--- config.mk ---
export PLATFORM = sky130hd
export DESIGN_NAME = cheapest_window_finder_core
export DESIGN_NICKNAME = d
export VERILOG_FILES = /design/src/hdl/cwf_pkg.sv /design/src/hdl/cheapest_window_finder_core.sv /design/src/hdl/cwf_ram.sv /design/src/hdl/cwf_alu.sv
export SDC_FILE = /design/constraint.sdc
export NUM_CORES = 2
export LEC_CHECK = 0
export ABC_AREA = 1
export BUFFER_PORTS_ARGS = -buffer_cell sky130_fd_sc_hd__buf_2
export CORE_UTILIZATION = 39
export DETAILED_ROUTE_END_ITERATION = 12
export MAX_ROUTING_LAYER = met4
export PLACE_DENSITY_LB_ADDON = 0.1
export SLEW_MARGIN = 20
export SYNTH_ARGS = -nofsm -noshare
export SYNTH_HDL_FRONTEND = slang
export SYNTH_SLANG_ARGS = --single-unit
export TNS_END_PERCENT = 10
--- constraint.sdc ---
create_clock -name clk -period 9.9 [get_ports clk]
set_input_delay 0 -clock clk [delete_from_list [all_inputs] [get_ports clk]]
set_output_delay 0 -clock clk [all_outputs]
set_load 0.02 [all_outputs]
--- src/hdl/cwf_pkg.sv ---
// cwf_pkg: widths, constants, register indexes and beat types for the
// cheapest window finder
// no dependencies
package cwf_pkg;

    // store depth and the widths that follow from it
    localparam int MAX_DAY_SLOTS = 64;
    localparam int IDX_W         = $clog2(MAX_DAY_SLOTS);
    localparam int CNT_W         = $clog2(MAX_DAY_SLOTS + 1);

    // field widths
    localparam int START_W = 32;
    localparam int PRICE_W = 16;
    localparam int WL_W    = 7;
    localparam int LEN_W   = (CNT_W > WL_W) ? CNT_W : WL_W;
    localparam int SUM_W   = PRICE_W + IDX_W + 1;

    // shared adder width: a 32 bit unsigned difference or a sum difference
    localparam int ALU_W     = (SUM_W + 1 > START_W + 1) ? SUM_W + 1 : START_W + 1;
    localparam int DIV_CNT_W = $clog2(SUM_W);

    // configuration port
    localparam int CFG_IDX_W  = 2;
    localparam int CFG_DATA_W = 32;

    localparam logic [CFG_IDX_W-1:0] REG_DAY_START  = 2'd0;
    localparam logic [CFG_IDX_W-1:0] REG_WINDOW_LEN = 2'd1;

    localparam logic [START_W-1:0] DAY_SECONDS = 32'd86400;

    // shared unit operations
    localparam logic ALU_ADD = 1'b0;
    localparam logic ALU_SUB = 1'b1;

    typedef struct packed {
        logic [START_W-1:0]        slot_start;
        logic signed [PRICE_W-1:0] slot_price;
        logic                      final_slot;
    } in_item_t;

    typedef struct packed {
        logic                      window_found;
        logic [START_W-1:0]        window_start;
        logic signed [PRICE_W-1:0] window_average;
    } out_item_t;

    typedef struct packed {
        logic             op;
        logic [ALU_W-1:0] a;
        logic [ALU_W-1:0] b;
    } alu_req_t;

endpackage

--- src/hdl/cheapest_window_finder_core.sv ---
// cheapest_window_finder_core: minimum sum sliding window over one day of prices
// depends on cwf_pkg, cwf_ram and cwf_alu
//
// channel   direction  beat         handshake
// in        sink       in_item_t    in_valid / in_ready
// out       source     out_item_t   out_valid / out_ready
// cfg       sink       index, data  cfg_valid / cfg_ready
//
// a slot steps through range check, sum and compare on the single shared 33 bit
// adder; a slot outside the day skips the sum and compare steps
// a final slot with a window adds abs, one quotient bit a cycle over the sum
// width, and sign fix, again on the shared adder
// in_ready is high only while the sequencer idles; the result sits in an output
// register so the next slot is taken while the beat waits
// reset clears control and running state; the rings have no reset and need no
// clearing pass, as only entries written in the current day are read
module cheapest_window_finder_core (
    input  logic                               clk,
    input  logic                               rst_n,
    input  logic                               in_valid,
    output logic                               in_ready,
    input  cwf_pkg::in_item_t                  in_data,
    output logic                               out_valid,
    input  logic                               out_ready,
    output cwf_pkg::out_item_t                 out_data,
    input  logic                               cfg_valid,
    output logic                               cfg_ready,
    input  logic [cwf_pkg::CFG_IDX_W-1:0]      cfg_index,
    input  logic [cwf_pkg::CFG_DATA_W-1:0]     cfg_data
);

    localparam int MAX_SLOTS = cwf_pkg::MAX_DAY_SLOTS;
    localparam int IDX_W     = cwf_pkg::IDX_W;
    localparam int CNT_W     = cwf_pkg::CNT_W;
    localparam int LEN_W     = cwf_pkg::LEN_W;
    localparam int START_W   = cwf_pkg::START_W;
    localparam int PRICE_W   = cwf_pkg::PRICE_W;
    localparam int WL_W      = cwf_pkg::WL_W;
    localparam int SUM_W     = cwf_pkg::SUM_W;
    localparam int ALU_W     = cwf_pkg::ALU_W;
    localparam int DIV_CNT_W = cwf_pkg::DIV_CNT_W;

    localparam logic [CNT_W-1:0]     KEPT_MAX = CNT_W'(MAX_SLOTS);
    localparam logic [DIV_CNT_W-1:0] DIV_LAST = DIV_CNT_W'(SUM_W - 1);

    // sequencer states
    localparam logic [3:0] S_IDLE = 4'd0;
    localparam logic [3:0] S_DAY0 = 4'd1;   // start below day start?
    localparam logic [3:0] S_DAY1 = 4'd2;   // start past day end? write rings
    localparam logic [3:0] S_ADD  = 4'd3;   // add new price
    localparam logic [3:0] S_SUB  = 4'd4;   // drop price leaving the window
    localparam logic [3:0] S_CMP  = 4'd5;   // compare with best
    localparam logic [3:0] S_FIN  = 4'd6;   // end of slot, maybe emit
    localparam logic [3:0] S_ABS  = 4'd7;   // magnitude of best sum
    localparam logic [3:0] S_DIV  = 4'd8;   // one quotient bit a cycle
    localparam logic [3:0] S_NEG  = 4'd9;   // restore sign, load result

    function automatic logic [ALU_W-1:0] zext_start(input logic [START_W-1:0] v);
        return ALU_W'(v);
    endfunction

    function automatic logic [ALU_W-1:0] sext_sum(input logic [SUM_W-1:0] v);
        return {{(ALU_W - SUM_W){v[SUM_W-1]}}, v};
    endfunction

    function automatic logic [SUM_W-1:0] sext_price(input logic [PRICE_W-1:0] v);
        return {{(SUM_W - PRICE_W){v[PRICE_W-1]}}, v};
    endfunction

    // control state
    logic [3:0]           state_reg, state_next;
    logic [START_W-1:0]   day_start_reg, day_start_next;
    logic [WL_W-1:0]      window_len_reg, window_len_next;
    logic [SUM_W-1:0]     running_sum_reg, running_sum_next;
    logic [CNT_W-1:0]     kept_count_reg, kept_count_next;
    logic [SUM_W-1:0]     best_sum_reg, best_sum_next;
    logic [START_W-1:0]   best_start_reg, best_start_next;
    logic                 have_best_reg, have_best_next;
    logic                 out_valid_reg, out_valid_next;
    logic [DIV_CNT_W-1:0] div_cnt_reg, div_cnt_next;

    // payload state
    cwf_pkg::in_item_t    item_reg;
    logic [START_W-1:0]   diff_reg, diff_next;
    logic [SUM_W-1:0]     quo_reg, quo_next;
    logic [WL_W-1:0]      rem_reg, rem_next;
    cwf_pkg::out_item_t   out_data_reg, out_data_next;

    // shared unit and ring ports
    cwf_pkg::alu_req_t    alu_req;
    logic [ALU_W-1:0]     alu_res;
    logic                 alu_neg;

    logic                 ring_wr_en;
    logic                 price_rd_en;
    logic                 start_rd_en;
    logic [PRICE_W-1:0]   price_rd;
    logic [START_W-1:0]   start_rd;

    logic                 in_accept;
    logic                 do_clear;
    logic [LEN_W-1:0]     kept_len;
    logic [LEN_W-1:0]     wl_len;
    logic [LEN_W-1:0]     back_len;
    logic [LEN_W-1:0]     first_len;
    logic                 wl_nonzero;
    logic                 window_full;
    logic [WL_W:0]        div_shift;
    logic                 quo_bit;
    logic [PRICE_W-1:0]   avg_val;

    assign in_ready  = (state_reg == S_IDLE) && !cfg_valid;
    assign cfg_ready = (state_reg == S_IDLE);
    assign in_accept = in_valid && in_ready;
    assign out_valid = out_valid_reg;
    assign out_data  = out_data_reg;

    // ring addresses: entry leaving the window and first entry of the window
    assign kept_len    = LEN_W'(kept_count_reg);
    assign wl_len      = LEN_W'(window_len_reg);
    assign back_len    = kept_len - wl_len;
    assign first_len   = kept_len + LEN_W'(1) - wl_len;
    assign wl_nonzero  = (window_len_reg != '0);
    assign window_full = wl_nonzero && (kept_len >= wl_len);

    assign alu_neg   = alu_res[ALU_W-1];
    assign div_shift = {rem_reg, quo_reg[SUM_W-1]};

    cwf_alu u_alu (
        .req (alu_req),
        .res (alu_res)
    );

    cwf_ram #(
        .WIDTH (PRICE_W),
        .DEPTH (MAX_SLOTS)
    ) u_price_ring (
        .clk     (clk),
        .wr_en   (ring_wr_en),
        .wr_addr (kept_count_reg[IDX_W-1:0]),
        .wr_data (item_reg.slot_price),
        .rd_en   (price_rd_en),
        .rd_addr (back_len[IDX_W-1:0]),
        .rd_data (price_rd)
    );

    cwf_ram #(
        .WIDTH (START_W),
        .DEPTH (MAX_SLOTS)
    ) u_start_ring (
        .clk     (clk),
        .wr_en   (ring_wr_en),
        .wr_addr (kept_count_reg[IDX_W-1:0]),
        .wr_data (item_reg.slot_start),
        .rd_en   (start_rd_en),
        .rd_addr (first_len[IDX_W-1:0]),
        .rd_data (start_rd)
    );

    always_comb
    begin
        state_next       = state_reg;
        day_start_next   = day_start_reg;
        window_len_next  = window_len_reg;
        running_sum_next = running_sum_reg;
        kept_count_next  = kept_count_reg;
        best_sum_next    = best_sum_reg;
        best_start_next  = best_start_reg;
        have_best_next   = have_best_reg;
        div_cnt_next     = div_cnt_reg;
        diff_next        = diff_reg;
        quo_next         = quo_reg;
        rem_next         = rem_reg;
        out_data_next    = out_data_reg;
        out_valid_next   = out_valid_reg;
        alu_req.op       = cwf_pkg::ALU_ADD;
        alu_req.a        = '0;
        alu_req.b        = '0;
        ring_wr_en       = 1'b0;
        price_rd_en      = 1'b0;
        start_rd_en      = 1'b0;
        do_clear         = 1'b0;
        quo_bit          = 1'b0;
        avg_val          = '0;

        // waiting beat leaves
        if (out_valid_reg && out_ready)
        begin
            out_valid_next = 1'b0;
        end

        case (state_reg)
            S_IDLE:
            begin
                if (cfg_valid)
                begin
                    case (cfg_index)
                        cwf_pkg::REG_DAY_START:
                        begin
                            day_start_next = cfg_data[START_W-1:0];
                            do_clear       = 1'b1;
                        end
                        cwf_pkg::REG_WINDOW_LEN:
                        begin
                            window_len_next = cfg_data[WL_W-1:0];
                            do_clear        = 1'b1;
                        end
                        default:
                        begin
                        end
                    endcase
                end
                else if (in_valid)
                begin
                    state_next = S_DAY0;
                end
            end

            S_DAY0:
            begin
                alu_req.op = cwf_pkg::ALU_SUB;
                alu_req.a  = zext_start(item_reg.slot_start);
                alu_req.b  = zext_start(day_start_reg);
                diff_next  = alu_res[START_W-1:0];
                state_next = alu_neg ? S_FIN : S_DAY1;
            end

            S_DAY1:
            begin
                alu_req.op = cwf_pkg::ALU_SUB;
                alu_req.a  = zext_start(diff_reg);
                alu_req.b  = zext_start(cwf_pkg::DAY_SECONDS);
                if (alu_neg && (kept_count_reg < KEPT_MAX))
                begin
                    ring_wr_en  = 1'b1;
                    price_rd_en = 1'b1;
                    state_next  = S_ADD;
                end
                else
                begin
                    state_next = S_FIN;
                end
            end

            S_ADD:
            begin
                alu_req.op       = cwf_pkg::ALU_ADD;
                alu_req.a        = sext_sum(running_sum_reg);
                alu_req.b        = sext_sum(sext_price(item_reg.slot_price));
                running_sum_next = alu_res[SUM_W-1:0];
                // read after the ring write so a one slot window sees this slot
                start_rd_en      = 1'b1;
                state_next       = S_SUB;
            end

            S_SUB:
            begin
                kept_count_next = kept_count_reg + CNT_W'(1);
                if (window_full)
                begin
                    alu_req.op       = cwf_pkg::ALU_SUB;
                    alu_req.a        = sext_sum(running_sum_reg);
                    alu_req.b        = sext_sum(sext_price(price_rd));
                    running_sum_next = alu_res[SUM_W-1:0];
                end
                state_next = S_CMP;
            end

            S_CMP:
            begin
                alu_req.op = cwf_pkg::ALU_SUB;
                alu_req.a  = sext_sum(running_sum_reg);
                alu_req.b  = sext_sum(best_sum_reg);
                // strictly smaller only, so the earliest window stays
                if (window_full && (!have_best_reg || alu_neg))
                begin
                    have_best_next  = 1'b1;
                    best_sum_next   = running_sum_reg;
                    best_start_next = start_rd;
                end
                state_next = S_FIN;
            end

            S_FIN:
            begin
                if (!item_reg.final_slot)
                begin
                    state_next = S_IDLE;
                end
                else if (!out_valid_reg || out_ready)
                begin
                    if (have_best_reg && wl_nonzero)
                    begin
                        state_next = S_ABS;
                    end
                    else
                    begin
                        out_data_next.window_found   = 1'b0;
                        out_data_next.window_start   = '0;
                        out_data_next.window_average = '0;
                        out_valid_next               = 1'b1;
                        do_clear                     = 1'b1;
                        state_next                   = S_IDLE;
                    end
                end
            end

            S_ABS:
            begin
                alu_req.op   = cwf_pkg::ALU_SUB;
                alu_req.a    = '0;
                alu_req.b    = sext_sum(best_sum_reg);
                quo_next     = best_sum_reg[SUM_W-1] ? alu_res[SUM_W-1:0] : best_sum_reg;
                rem_next     = '0;
                div_cnt_next = '0;
                state_next   = S_DIV;
            end

            S_DIV:
            begin
                // restoring step, quotient bits shift in behind the dividend
                alu_req.op = cwf_pkg::ALU_SUB;
                alu_req.a  = ALU_W'(div_shift);
                alu_req.b  = ALU_W'(window_len_reg);
                if (!alu_neg)
                begin
                    rem_next = alu_res[WL_W-1:0];
                    quo_bit  = 1'b1;
                end
                else
                begin
                    rem_next = div_shift[WL_W-1:0];
                    quo_bit  = 1'b0;
                end
                quo_next = {quo_reg[SUM_W-2:0], quo_bit};
                if (div_cnt_reg == DIV_LAST)
                begin
                    state_next = S_NEG;
                end
                else
                begin
                    div_cnt_next = div_cnt_reg + DIV_CNT_W'(1);
                end
            end

            S_NEG:
            begin
                alu_req.op = cwf_pkg::ALU_SUB;
                alu_req.a  = '0;
                alu_req.b  = ALU_W'(quo_reg);
                avg_val    = best_sum_reg[SUM_W-1] ? alu_res[PRICE_W-1:0]
                                                   : quo_reg[PRICE_W-1:0];
                out_data_next.window_found   = 1'b1;
                out_data_next.window_start   = best_start_reg;
                out_data_next.window_average = avg_val;
                out_valid_next               = 1'b1;
                do_clear                     = 1'b1;
                state_next                   = S_IDLE;
            end

            default:
            begin
                state_next = S_IDLE;
            end
        endcase

        // day accumulation starts over; rings keep their contents
        if (do_clear)
        begin
            running_sum_next = '0;
            kept_count_next  = '0;
            best_sum_next    = '0;
            best_start_next  = '0;
            have_best_next   = 1'b0;
        end
    end

    always_ff @(posedge clk or negedge rst_n)
    begin
        if (!rst_n)
        begin
            state_reg       <= S_IDLE;
            day_start_reg   <= '0;
            window_len_reg  <= WL_W'(1);
            running_sum_reg <= '0;
            kept_count_reg  <= '0;
            best_sum_reg    <= '0;
            best_start_reg  <= '0;
            have_best_reg   <= 1'b0;
            out_valid_reg   <= 1'b0;
            div_cnt_reg     <= '0;
        end
        else
        begin
            state_reg       <= state_next;
            day_start_reg   <= day_start_next;
            window_len_reg  <= window_len_next;
            running_sum_reg <= running_sum_next;
            kept_count_reg  <= kept_count_next;
            best_sum_reg    <= best_sum_next;
            best_start_reg  <= best_start_next;
            have_best_reg   <= have_best_next;
            out_valid_reg   <= out_valid_next;
            div_cnt_reg     <= div_cnt_next;
        end
    end

    // payload registers, no reset
    always_ff @(posedge clk)
    begin
        if (in_accept)
        begin
            item_reg <= in_data;
        end
        diff_reg     <= diff_next;
        quo_reg      <= quo_next;
        rem_reg      <= rem_next;
        out_data_reg <= out_data_next;
    end

    // a slot beat always holds off the next one, with in_ready low in the following cycle
    a_busy_after_beat: assert property (@(posedge clk) disable iff (!rst_n)
        in_valid && in_ready |=> !in_ready)
        else $error("in_ready high straight after a slot beat");

    a_kept_bound: assert property (@(posedge clk) disable iff (!rst_n)
        kept_count_reg <= KEPT_MAX)
        else $error("kept count beyond store depth");

    a_best_needs_len: assert property (@(posedge clk) disable iff (!rst_n)
        have_best_reg |-> window_len_reg != '0)
        else $error("best window held with zero window length");

    a_empty_result: assert property (@(posedge clk) disable iff (!rst_n)
        out_valid && !out_data.window_found |->
            out_data.window_start == '0 && out_data.window_average == '0)
        else $error("no window result carries non-zero fields");

    a_div_exit: assert property (@(posedge clk) disable iff (!rst_n)
        state_reg == S_DIV |=> state_reg == S_DIV || state_reg == S_NEG)
        else $error("divider left other than through sign fix");

endmodule

--- src/hdl/cwf_ram.sv ---
// cwf_ram: generic single write port, single read port ram with registered read
// no dependencies
module cwf_ram #(
    parameter int WIDTH = 16,
    parameter int DEPTH = 64
) (
    input  logic                     clk,
    input  logic                     wr_en,
    input  logic [$clog2(DEPTH)-1:0] wr_addr,
    input  logic [WIDTH-1:0]         wr_data,
    input  logic                     rd_en,
    input  logic [$clog2(DEPTH)-1:0] rd_addr,
    output logic [WIDTH-1:0]         rd_data
);

    logic [WIDTH-1:0] mem_reg [DEPTH];
    logic [WIDTH-1:0] rd_data_reg;

    always_ff @(posedge clk)
    begin
        if (wr_en)
        begin
            mem_reg[wr_addr] <= wr_data;
        end
        if (rd_en)
        begin
            rd_data_reg <= mem_reg[rd_addr];
        end
    end

    assign rd_data = rd_data_reg;

endmodule

--- src/hdl/cwf_alu.sv ---
// cwf_alu: the shared add / subtract unit used by the arithmetic steps of the sequencer
// depends on cwf_pkg
module cwf_alu (
    input  cwf_pkg::alu_req_t          req,
    output logic [cwf_pkg::ALU_W-1:0]  res
);

    always_comb
    begin
        case (req.op)
            cwf_pkg::ALU_SUB: res = req.a - req.b;
            default:          res = req.a + req.b;
        endcase
    end

endmodule
## After elaboration in Yosys (flattened, before gate mapping)

Memory sizes are Yosys's and may differ from the RTL's. A register that Yosys moved wholly into a read port is not among the register bits.
Cells that the tools add are included.

| cells by class | value |
|---|---|
| $add $sub $neg | 6 |
| order comparisons | 2 |
| equal/unequal tests | 20 |
| multiplexer cells | 54 |
| reductions and logical operators | 29 |

Operators with widths:

| cell | count |
|---|---|
| $pmux 67 s8 | 1 |
| $mux 49 | 3 |
| $mux 23 | 6 |
| $pmux 49 s2 | 1 |
| $mux 32 | 3 |
| $pmux 23 s2 | 2 |
| $mux 67 | 1 |
| $pmux 4 s9 | 1 |
| $add 33x33->33 | 1 |
| $mux 33 | 1 |
| $sub 33x33->33 | 1 |
| $mux 7 | 3 |
| $mux 4 | 5 |
| $mux 1 | 18 |
| $eq 4x3->1 const B | 4 |
| $mux 16 | 1 |
| $ne 2x2->1 const B | 7 |
| $pmux 7 s2 | 1 |
| $sub 6x6->6 | 2 |
| $pmux 5 s2 | 1 |
| $reduce_bool 2->1 | 5 |
| $mux 3 | 3 |
| $eq 4x2->1 const B | 2 |
| $eq 4x4->1 const B | 2 |
| 22 further kinds | 36 |

| word-level totals | value |
|---|---|
| flip-flop bits (word level) | 295 |
| RAM bits | 3072 |
| output and inout port bits | 52 |
| memories kept | 2 |

Memory list:

| name | depth | bits a word | rd ports | clocked after memory_dff | write ports | line | source |
|---|---|---|---|---|---|---|---|
| u_start_ring.mem_reg | 64 | 32 | 1 | 1 | 1 | cwf_ram.sv:16 | `logic [WIDTH-1:0] mem_reg [DEPTH];` |
| u_price_ring.mem_reg | 64 | 16 | 1 | 1 | 1 | cwf_ram.sv:16 |  |

## Longest topological paths before layout

| depth | value |
|---|---|
| word-level depth | 11 |
| mapped depth | 41 |
| depth with buffers taken out | 40 |

## By module

Synthesis repeated with hierarchy kept, for this count alone.

| second synthesis, totals | value |
|---|---|
| cells, all modules | 12410 |
| area, all modules | 142586.8 um2 |

By module, submodules not included:

| module | times used | cells an instance | area an instance (um2) | seq. area each (um2) |
|---|---|---|---|---|
| cwf_ram at u_start_ring | 1 | 6769 | 83058.4 | 62459.9 |
| cwf_ram at u_price_ring | 1 | 3517 | 42259.3 | 31230.0 |
| cheapest_window_finder_core | 1 | 1437 | 13865.8 | 8184.1 |
| cwf_alu | 1 | 687 | 3403.3 | 0.0 |

## Worst setup path after synthesis

OpenSTA, ideal clock, no wires.

| path | value |
|---|---|
| path kind | reg-to-reg |
| from | register state_reg[1] |
| to | memory u_price_ring.mem_reg[32][0], in the netlist u_price_ring.mem_reg[16][0] (enable) |
| arrival | 7.595 ns |
| required time | 9.387 ns |
| path slack | 1.792 ns |
| cell stages (with the launch flop) | 21 |
| path buffers | 3 |
| cells stage by stage | dfrtp_1 > inv_2 > nand2_2 > nor2_4 > buf_6 > clkbuf_1 > clkbuf_1 > nand2_1 > o2111ai_1 > ha_1 > a21oi_1 > o21ai_1 > a21oi_1 > o21ai_1 > a21oi_1 > nand3_1 > nand2_1 > nand3_2 > nand2_8 > nand4_1 > nor3_1 |

| on the way | value |
|---|---|
| cells in the longest elaborated chain, start to end | 9 |
| elaborated cells on any way between the ends | 17 |

Ends and longest elaborated chain:

| what | line | source |
|---|---|---|
| from (decl) | cheapest_window_finder_core.sv:71 | `logic [3:0] state_reg, state_next;` |
| from (signal assigned) | cheapest_window_finder_core.sv:395 | `state_reg <= state_next;` |
| $eq 4x4->1, or another cell as far along | cheapest_window_finder_core.sv:192 | `case (state_reg)` |
| $pmux 67 s8 | cheapest_window_finder_core.sv:192 |  |
| $add 33x33->33 or $sub 33x33->33 (tied branches) | cwf_alu.sv:12, cwf_alu.sv:11 |  |
| $mux 33 | cwf_alu.sv:10 | `case (req.op)` |
| $logic_and 1x1->1 | cheapest_window_finder_core.sv:233 | `if (alu_neg && (kept_count_reg < KEPT_MAX))` |
| $mux 1 | cheapest_window_finder_core.sv:233 |  |
| $mux 1 (*) | cheapest_window_finder_core.sv:192 |  |
| $mux 1 (*) | cwf_ram.sv:21 | `if (wr_en)` |
| $mux 1 (implied by the code) (*) | cwf_ram.sv:23 | `mem_reg[wr_addr] <= wr_data;` |
| to (decl) | cwf_ram.sv:16 |  |

Every way passes the cells marked *; elsewhere a longest branch is shown, timed or not.

## Worst setup path in the final report

| path | value |
|---|---|
| from | register window_len_reg[2] |
| to | memory u_price_ring.mem_reg[12][8], in the netlist u_price_ring.mem_reg[6][8] (enable) |

| on the way | value |
|---|---|
| cells in the longest elaborated chain, start to end | 11 |
| elaborated cells on any way between the ends | 13 |

Ends and longest elaborated chain:

| what | line | source |
|---|---|---|
| from (decl) | cheapest_window_finder_core.sv:73 | `logic [WL_W-1:0] window_len_reg, window_len_next;` |
| from (signal assigned) | cheapest_window_finder_core.sv:397 | `window_len_reg <= window_len_next;` |
| $ge 7x7->1 or $reduce_bool 7->1 (tied branches) | cheapest_window_finder_core.sv:124, cheapest_window_finder_core.sv:123 |  |
| $logic_and 1x1->1 | cheapest_window_finder_core.sv:124 | `assign window_full = wl_nonzero && (kept_len >= wl_len);` |
| $mux 67 | cheapest_window_finder_core.sv:259 | `if (window_full)` |
| $pmux 67 s8 (*) | cheapest_window_finder_core.sv:192 |  |
| $add 33x33->33 or $sub 33x33->33 (tied branches) | cwf_alu.sv:12, cwf_alu.sv:11 |  |
| $mux 33 (*) | cwf_alu.sv:10 |  |
| $logic_and 1x1->1 (*) | cheapest_window_finder_core.sv:233 |  |
| $mux 1 (*) (2 in series) | -- |  |
| via price_rd_en | cheapest_window_finder_core.sv:95 | `logic price_rd_en;` |
| $mux 1 (*) | cwf_ram.sv:21 |  |
| $mux 1 (implied by the code) (*) | cwf_ram.sv:23 |  |

Mark *: on every way through the listed nets, which the timed path passes. The rest lies on a longest branch.

==> impl_metrics.json <==
{
  "finClkSkew_ns": 0.0762,
  "clockRootBuffer": "clkbuf_16",
  "grt_antenna_before_repair": 61,
  "vias": 90600,
  "htreeDepth": 5,
  "dp_hpwl_um": 296000,
  "area_growth_pct": 15.0,
  "synth-simple-area-share_pct": 9.07,
  "grt_pass1_vias": 85200,
  "ant_nets": 0,
  "setup-tns-final_ns": 0,
  "clkLatencyLatePin_ns": 0.97,
  "post-route-period-util_pct": 85.2,
  "die_y_um": 596,
  "crit_type": "flop to flop",
  "synthAdderAreaFrac_pct": 0.479,
  "ys_ff_latch": 3415,
  "async_flop_share_pct": 3.95,
  "place_ws_ns": 1.56,
  "postCtsSetupRepairBufs": 0,
  "grt_max_degree": 197,
  "grt_usage_pct": 27.0,
  "drc_errors": 0,
  "ys.flop_type": "edfxtp_1",
  "syn-instance-count": 10200,
  "port_buffers": 139,
  "maxCapViolCount": 0,
  "clock.fmax_ghz": 0.119,
  "slew_headroom_pct": 13.3,
  "drive_above_1_share_pct": 13.3,
  "setup_slack_ns": 1.46,
  "wire_per_inst_um": 30.6,
  "critical_path.startpoint_type": "flop",
  "worstMarginPinSlew_ns": 1.30,
  "yosysUniqueCellTypes": 64,
  "synth_mux_area_share_pct": 2.28,
  "finalWirelength_um": 477000,
  "place_congestion": 0.896,
  "arrival_ns": 9.05,
  "nets": 10700,
  "synth.cell_area_um2": 138000,
  "ys_seq_area_share_pct": 73.9,
  "num_rows": 217,
  "finalSetupViolations": 0,
  "fp.dieW_um": 596,
  "period_minus_slack_ns": 8.44,
  "drt_pass1_iterations": 6,
  "synth_xor_area_share_pct": 0.381,
  "holdCritPathClass": "input port to flop",
  "crit_path_max_fanout": 22,
  "nFillCells": 31400,
  "cts_sinks": 3415,
  "syn-num-nets": 10400,
  "cts_buffer_depth": 4,
  "boundaryPins": 140,
  "rsz0062_at_grt": "false",
  "synth_top_family_by_area": "compound AO/OA/AOI/OAI gates",
  "cts_buffers": 375,
  "grt_overflow": 0,
  "worstPathRequired_ns": 10.51,
  "synth-edff-count": 3280,
  "dieArea_um2": 356000,
  "synth_compound_area_share_pct": 11.2,
  "post_drt_via_cell_ratio": 5.82,
  "clkTransAtPathRegs_ns": 0.06,
  "ys_warn_count": 0,
  "initial_core_util_pct": 39.3,
  "avgSynthCellArea_um2": 13.5,
  "endpoint_kind": "flop",
  "cts_tree": "yes",
  "grt_pass1_wl_um": 667000,
  "largest_register_ff_count": 2048,
  "cts_resized": 0,
  "core_area_um2": 351000,
  "first_iter_violations": 11400,
  "finalHoldViolCount": 0,
  "outcome": "finished, final reports clean",
  "slew_violations": 0,
  "cts_hold_buf": 160
}
-- placed cells by master (no fill, tap or decap), types with 159 or more instances in the layout --
cell,instances
o32ai_1,511
mux2_2,279
buf_4,272
nor2_1,2328
nand2_1,446
inv_1,188
clkbuf_16,382
o221ai_1,222
edfxtp_1,3280
dlygate4sd3_1,159
o21ai_0,1268
-- metrics by stage --
step                      util, %  instance area, µm²  instances  hold slack (ns)
after floorplan                 -              138000      10200           -0.296
after global placement       41.3              145000      14700           0.0464
after detailed placement     41.3              145000      14700           0.0551
after CTS                    45.2              158000      15500           0.0237
after global routing         45.2              158000      15600           0.0568
final                        45.2              159000      15600           0.0908
-- metal layers --
metal / part of all wire (%) / track usage (%) / vias to the layer above / routed length, µm
met4: 2.2 / 6.05 / 0 / 10400
li1: - / - / 39000 / -
met5: 0 / - / - / 0
met2: 44 / 39.9 / 4055 / 212000
met1: 45 / 39.5 / 46900 / 217000
met3: 8.0 / 3.79 / 586 / 38100
-- final cells by class --
cell class	instances	area, µm²	share of cell area [%]
Timing Repair Buffer	602	4970	3.14
Clock buffer	475	10000	6.33
Sequential cell	3415	102000	64.3
Tap cell	4708	5890	3.72
Clock inverter	211	1900	1.20
Antenna cell	39	97.6	0.0616
Inverter	208	813	0.513
Multi-Input combinational cell	5912	32900	20.8
-- synth_stat cells (35+ instances only) --
| cell | count | area, µm² |
|---|---|---|
| clkbuf_1 | 600 | 2250 |
| dfrtp_1 | 134 | 3350 |
| inv_1 | 193 | 724 |
| o32ai_1 | 512 | 4480 |
| mux2_2 | 279 | 3140 |
| nor2_1 | 2377 | 8920 |
| nand3_1 | 151 | 756 |
| a21oi_1 | 91 | 455 |
| o21ai_0 | 1269 | 6350 |
| nand3_2 | 55 | 551 |
| ha_1 | 48 | 601 |
| o211ai_1 | 44 | 330 |
| xor2_1 | 42 | 368 |
| buf_1 | 56 | 210 |
| o22ai_1 | 119 | 744 |
| edfxtp_1 | 3280 | 98500 |
| o21a_1 | 35 | 263 |
| nand2_1 | 450 | 1690 |
| o221ai_1 | 226 | 1980 |
-- logic make-up after synthesis --
group,Yosys count
AOI/OAI and AO/OA,2408
xor gates and xnor gates,60
adders and majority gates,51
buffers and inverters,912
DFF,3415
muxes,279
and+or+nand+nor,3114
-- worst max-delay path, cell delays in order, from the launching register on --
cell and delay, ns:
dfrtp_1 0.39, inv_1 0.17, ha_1 0.37, a21oi_2 0.22
nand3_1 0.12, nand2_1 0.10, nand2_2 0.22, nand3_2 0.22
nand3_2 0.37, inv_1 0.66, o2111ai_1 0.18, ha_1 0.39
nand2_1 0.08, o21ai_1 0.27, a21oi_1 0.24, o21ai_1 0.56
a21oi_1 0.21, inv_1 0.10, nand2_1 0.05, nand2_1 0.09
nand3_2 0.13, nand2_8 0.17, nand3_1 0.12, inv_2 0.41
nand2_1 0.69, nor2_4 1.02, buf_4 0.42
-- final timing paths --
path                                         endpoint                    start  slack (ns)  cells past startpoint
min in group asynchronous            day_start_reg[7]                    rst_n        0.15                      4
max in group asynchronous               have_best_reg                    rst_n        9.03                      4
hold reg to reg                     best_start_reg[8]  u_start_ring.rd_data[8]        0.44                      2
setup / recovery           u_price_ring.mem_reg[6][8]        window_len_reg[2]        1.46                     26
hold / removal                            item_reg[8]               in_data[8]        0.09                      2
setup reg to reg           u_price_ring.mem_reg[6][8]        window_len_reg[2]        1.46                     26
Power is left out: the tool's default activity adds up to more than one toggle a clock period on the data nets, which glitch-free logic cannot reach.
